File: src/rtl/core/pip_pkg.sv
// Shared constants and types for the point-in-polygon test block.
package pip_pkg;

  // Table and number formats.
  localparam int MAX_VERTICES      = 16;
  localparam int COORD_BITS        = 16;
  localparam int FRACTION_BITS     = 8;
  localparam int POINT_BITS        = COORD_BITS + FRACTION_BITS;
  localparam int COUNT_W           = 5;
  localparam int VIDX_W            = 4;
  localparam int MIN_POLY_VERTICES = 3;

  // Widths of the exact crossing test.
  localparam int DIFF_W  = POINT_BITS + 1;
  localparam int DELTA_W = COORD_BITS + 1;
  localparam int PROD_W  = DIFF_W + DELTA_W;

  // Request operation codes.
  localparam logic OP_WRITE = 1'b0;
  localparam logic OP_QUERY = 1'b1;

  // Query token handed from cell to cell.
  typedef struct packed {
    logic signed [POINT_BITS-1:0] px;
    logic signed [POINT_BITS-1:0] py;
    logic signed [COORD_BITS-1:0] prev_x;
    logic signed [COORD_BITS-1:0] prev_y;
    logic                         parity;
    logic                         pend;
    logic signed [PROD_W-1:0]     p1;
    logic signed [PROD_W-1:0]     p2;
  } token_t;

  // Control broadcast from the top level to every cell.
  typedef struct packed {
    logic                         advance;
    logic [COUNT_W-1:0]           count;
    logic                         poly_ok;
    logic                         wr_en;
    logic [VIDX_W-1:0]            wr_index;
    logic signed [COORD_BITS-1:0] wr_x;
    logic signed [COORD_BITS-1:0] wr_y;
  } cell_ctl_t;

endpackage

File: src/rtl/core/pip_cell.sv
// One cell of the edge chain: holds one vertex and tests the edge that ends at it.
module pip_cell
  import pip_pkg::*;
#(
  parameter int INDEX = 0
) (
  input  logic                         clk,
  input  logic                         rst,
  input  cell_ctl_t                    ctl,
  input  logic                         tok_valid_in,
  input  token_t                       tok_in,
  output logic                         tok_valid_out,
  output token_t                       tok_out,
  output logic signed [COORD_BITS-1:0] vx,
  output logic signed [COORD_BITS-1:0] vy
);

  logic                         active;
  logic                         less_in;
  logic signed [POINT_BITS-1:0] sxi;
  logic signed [POINT_BITS-1:0] syi;
  logic signed [POINT_BITS-1:0] syj;
  logic signed [DIFF_W-1:0]     diff_x;
  logic signed [DIFF_W-1:0]     diff_y;
  logic signed [DELTA_W-1:0]    dy;
  logic signed [DELTA_W-1:0]    dx;
  logic signed [DELTA_W-1:0]    dy_abs;
  logic signed [DELTA_W-1:0]    dx_adj;
  logic                         straddle;
  token_t                       tok_next;

  // Stored vertex, written by a vertex request that names this slot.
  always_ff @(posedge clk) begin
    if (ctl.wr_en && (ctl.wr_index == VIDX_W'(INDEX))) begin
      vx <= ctl.wr_x;
      vy <= ctl.wr_y;
    end
  end

  // The cell takes part only when its slot is in use and the polygon is valid.
  assign active = ctl.poly_ok && (COUNT_W'(INDEX) < ctl.count);

  // Finish the comparison left pending by the previous cell.
  assign less_in = tok_in.p1 < tok_in.p2;

  // Edge from the previous vertex to this one, in scaled units.
  always_comb begin
    sxi      = POINT_BITS'(vx) <<< FRACTION_BITS;
    syi      = POINT_BITS'(vy) <<< FRACTION_BITS;
    syj      = POINT_BITS'(tok_in.prev_y) <<< FRACTION_BITS;
    diff_x   = DIFF_W'(tok_in.px) - DIFF_W'(sxi);
    diff_y   = DIFF_W'(tok_in.py) - DIFF_W'(syi);
    dy       = DELTA_W'(tok_in.prev_y) - DELTA_W'(vy);
    dx       = DELTA_W'(tok_in.prev_x) - DELTA_W'(vx);
    dy_abs   = dy[DELTA_W-1] ? -dy : dy;
    dx_adj   = dy[DELTA_W-1] ? -dx : dx;
    straddle = (syi > tok_in.py) != (syj > tok_in.py);

    tok_next        = tok_in;
    tok_next.parity = tok_in.parity ^ (tok_in.pend && less_in);
    tok_next.prev_x = vx;
    tok_next.prev_y = vy;
    tok_next.pend   = active && (vy != tok_in.prev_y) && straddle;
    tok_next.p1     = PROD_W'(diff_x) * PROD_W'(dy_abs);
    tok_next.p2     = PROD_W'(dx_adj) * PROD_W'(diff_y);
  end

  // Token register towards the next cell.
  always_ff @(posedge clk) begin
    if (rst) begin
      tok_valid_out <= 1'b0;
    end else if (ctl.advance) begin
      tok_valid_out <= tok_valid_in;
    end
  end

  always_ff @(posedge clk) begin
    if (ctl.advance) begin
      tok_out <= tok_next;
    end
  end

endmodule

File: config.mk
export PLATFORM = sky130hd
export DESIGN_NAME = pip_cell
export DESIGN_NICKNAME = d
export VERILOG_FILES = /design/src/rtl/core/pip_pkg.sv /design/src/rtl/core/pip_cell.sv
export SDC_FILE = /design/constraint.sdc
export NUM_CORES = 2
export LEC_CHECK = 0
export BUFFER_PORTS_ARGS = -buffer_cell sky130_fd_sc_hd__clkbuf_2
export CORE_MARGIN = 5
export CORE_UTILIZATION = 50
export DETAILED_ROUTE_END_ITERATION = 8
export PLACE_DENSITY = 0.67
export SLEW_MARGIN = 20
export SYNTH_ARGS = -nofsm -noshare
export SYNTH_HDL_FRONTEND = slang
export SYNTH_SLANG_ARGS = --single-unit
File: constraint.sdc
create_clock -name clk -period 14.41 [get_ports clk]
set_input_delay 1.441 -clock clk [delete_from_list [all_inputs] [get_ports clk]]
set_output_delay 1.441 -clock clk [all_outputs]
set_load 0.02 [all_outputs]
==> results.sh <==
export IMPL_synth_main_ff_cell="edfxtp_1"
export IMPL_firstDrtPassIters=8
export IMPL_min_from="vx[4]$_DFFE_PP_"
export IMPL_critPathMaxStageDelay_ps=790
export IMPL_grt_pass1_wl_microns=180000
export IMPL_timing_hold_violations_final=0
export IMPL_routed_wl_microns=113000
export IMPL_min_path_type="reg2reg"
export IMPL_crit_path_frequent_cell="fa_1"
export IMPL_startpoint_type="input pin"
export IMPL_slew_headroom=0.268
export IMPL_maxCapViolations=0
export IMPL_arrival_ps=11930
export IMPL_antenna_found_initial=15
export IMPL_r2r_start="vy[0]$_DFFE_PP_"
export IMPL_syn_nets=5663
export IMPL_grt_pass1_vias=32800
export IMPL_worst_slack_ps=2780
export IMPL_core_area_sq_um=82000
export IMPL_postSynthCellCount=4287
export IMPL_drive_above_1_share=0.124
export IMPL_cts_resized=0
export IMPL_ios=412
export IMPL_numPortBuffers=411
export IMPL_hold_end="tok_out[106]$_DFFE_PP_"
export IMPL_syn2layout_area_growth_pct=9.65
export IMPL_finalSetupViolCount=0
export IMPL_skew_ps=17.1
export IMPL_detail_route_antenna_nets=0
export IMPL_max_slew_worst_pin_slew_ps=1100
export IMPL_gp_congestion=0.907
export IMPL_clockBufferDepth=2
export IMPL_fmax_mhz=86.0
export IMPL_final_common_cell="inv_1"
export IMPL_cts_setup_buffers=0
export IMPL_yosysWarningCount=0
export IMPL_reg2reg_to="tok_out[41]$_DFFE_PP_"
export IMPL_cts_root_buf="clkbuf_16"
export IMPL_clk_latency_ps=540
export IMPL_nets=5992
export IMPL_track_usage=0.263
export IMPL_dieArea_sq_um=88400
export IMPL_grt_setup_unrepaired="false"
export IMPL_synth_edf_count=198
export IMPL_htreeDepth=4
export IMPL_netlist_area_leader_share=0.405
export IMPL_cts_sinks=199
export IMPL_layout_common_cells="1009 x inv_1, 836 x fa_1, 509 x nand2_1"
export IMPL_row_count=105
export IMPL_stdcell_count=5712
export IMPL_grt_overflow=0
export IMPL_maxSlewViolCount=0
export IMPL_drtIter0Drc=1669
export IMPL_die_h_microns=297
export IMPL_final_setup_tns_ps=0
export IMPL_start_util=0.504
export IMPL_die_w_microns=297
export IMPL_required_ps=14700
export IMPL_synth_cell_types=81
export IMPL_hold_depth=0
export IMPL_netlist_area_sq_um=41300
export IMPL_critPathSlowestCell="o31ai_1"
export IMPL_min_period_over_period=0.807
export IMPL_dp_slack_ps=2360
export IMPL_yosys_area_top_type="fa_1"
export IMPL_cts_hold_buffers=0
export IMPL_crit_type="in2reg"
export IMPL_dp_cells=5667
export IMPL_worstSetupEndpointType="register"
export IMPL_period_needed_ps=11630
export IMPL_ys_seq_area_frac=0.144
export IMPL_numCtsBuffers=17
export IMPL_syn_avg_cell_area_sq_um=9.63
export IMPL_grt_max_degree=69
export IMPL_wire_per_inst_microns=19.7
export IMPL_path_clk_slew_ps=90
export IMPL_drcViolationCount=0
export IMPL_run_status="finished clean"
export IMPL_r2r_cells=35
export IMPL_via_per_inst=5.32
export IMPL_dr_total_vias=30389
export IMPL_async_flop_share=0
export IMPL_path_max_fanout=18
export IMPL_synth_area_top_cells="fa_1 41%, edfxtp_1 14%, ha_1 9.9%, inv_1 9.2%, nand2_1 4.6%"
export IMPL_cts_tree="yes"
export IMPL_rrSetupSlack_ps=3130
export IMPL_place_hpwl_microns=93300
export IMPL_synth_seq_cells=199
cells in the mapped netlist (9+ instances only):
cell type	count
xor2_1	54
ha_1	327
o21bai_1	24
xnor2_1	132
nand2b_1	42
nand2_1	509
nand3_1	30
nor4_1	9
clkbuf_1	121
a2111oi_0	9
o21a_1	17
a21o_1	67
a31oi_1	17
nor3_1	23
a211oi_1	16
nor2_1	171
inv_1	1009
buf_4	32
or2_1	9
nand4_1	15
fa_1	836
edfxtp_1	198
a21oi_1	123
and2_1	138
o21ai_0	56
nor2b_1	154
a211o_1	11
worst max path at each step:
stage | startpoint | end | slack [ps] | cells after the start
detailed placement | tok_in[86] | tok_out[41]$_DFFE_PP_ | 2360 | 37
floorplan | tok_in[86] | tok_out[41]$_DFFE_PP_ | 3830 | 38
global route | tok_in[86] | tok_out[41]$_DFFE_PP_ | 2040 | 37
global placement | tok_in[86] | tok_out[41]$_DFFE_PP_ | 2620 | 37
finish | tok_in[86] | tok_out[41]$_DFFE_PP_ | 2780 | 37
CTS | tok_in[86] | tok_out[41]$_DFFE_PP_ | 2900 | 37
layout make-up:
type                    count  area (sq um)
fillers                  7401         36700
well taps                1070          1340
inverters                1009          3790
clock buffers              18           429
clock inverters            14           150
flip-flops and latches    199          5970
diodes                     13          32.5
repair buffers            475          2550
multi-input cells        2914         31000
layer usage:
layer / part of all wire / wire [microns] / up-vias / global-route usage
met5: 0.00051 / 58 / - / 0
met4: 0.042 / 4750 / 8 / 0.105
met3: 0.087 / 9780 / 232 / 0.0677
met2: 0.48 / 54400 / 1152 / 0.439
met1: 0.39 / 43800 / 15322 / 0.329
li1: - / - / 13675 / -
cells by family (layout without fill, tap and decap cells):
family                   count (synthesis)  count (layout)  share of synthesized area
AO/OA/AOI/OAI                          409             409                     0.0664
XOR/XNOR                               187             187                     0.0398
adder cells (fa/ha/maj)               1163            1163                      0.504
buffers and inverters                 1174            1516                      0.111
flip-flops                             199             199                      0.144
multiplexers                             5               5                    0.00124
other                                    0              13                          0
AND/OR/NAND/NOR                       1150            1150                      0.133
metrics by stage:
stage / util / area (sq um) / hold WS [ps]
floorplan: - / 41300 / 451
global placement: 0.545 / 44700 / 460
detailed placement: 0.545 / 44700 / 458
CTS: 0.552 / 45200 / 478
global route: 0.552 / 45300 / 499
finish: 0.552 / 45300 / 478
critical path, delay by kind of cell:
family,cells,cell delay (ps)
AOI/OAI and AO/OA,11,3710
and+or+nand+nor,7,1210
adders and majority gates,9,4020
buffers and inverters,8,620
xor gates and xnor gates,2,900
state kept, by name, indices dropped and copies added, names as in the netlist:
signal and cells:
tok_out 166, tok_valid_out 1, vy 16, vx 16
Power is not shown: default switching activity piles up to over one toggle a cycle in this logic, so the estimate is an artifact.
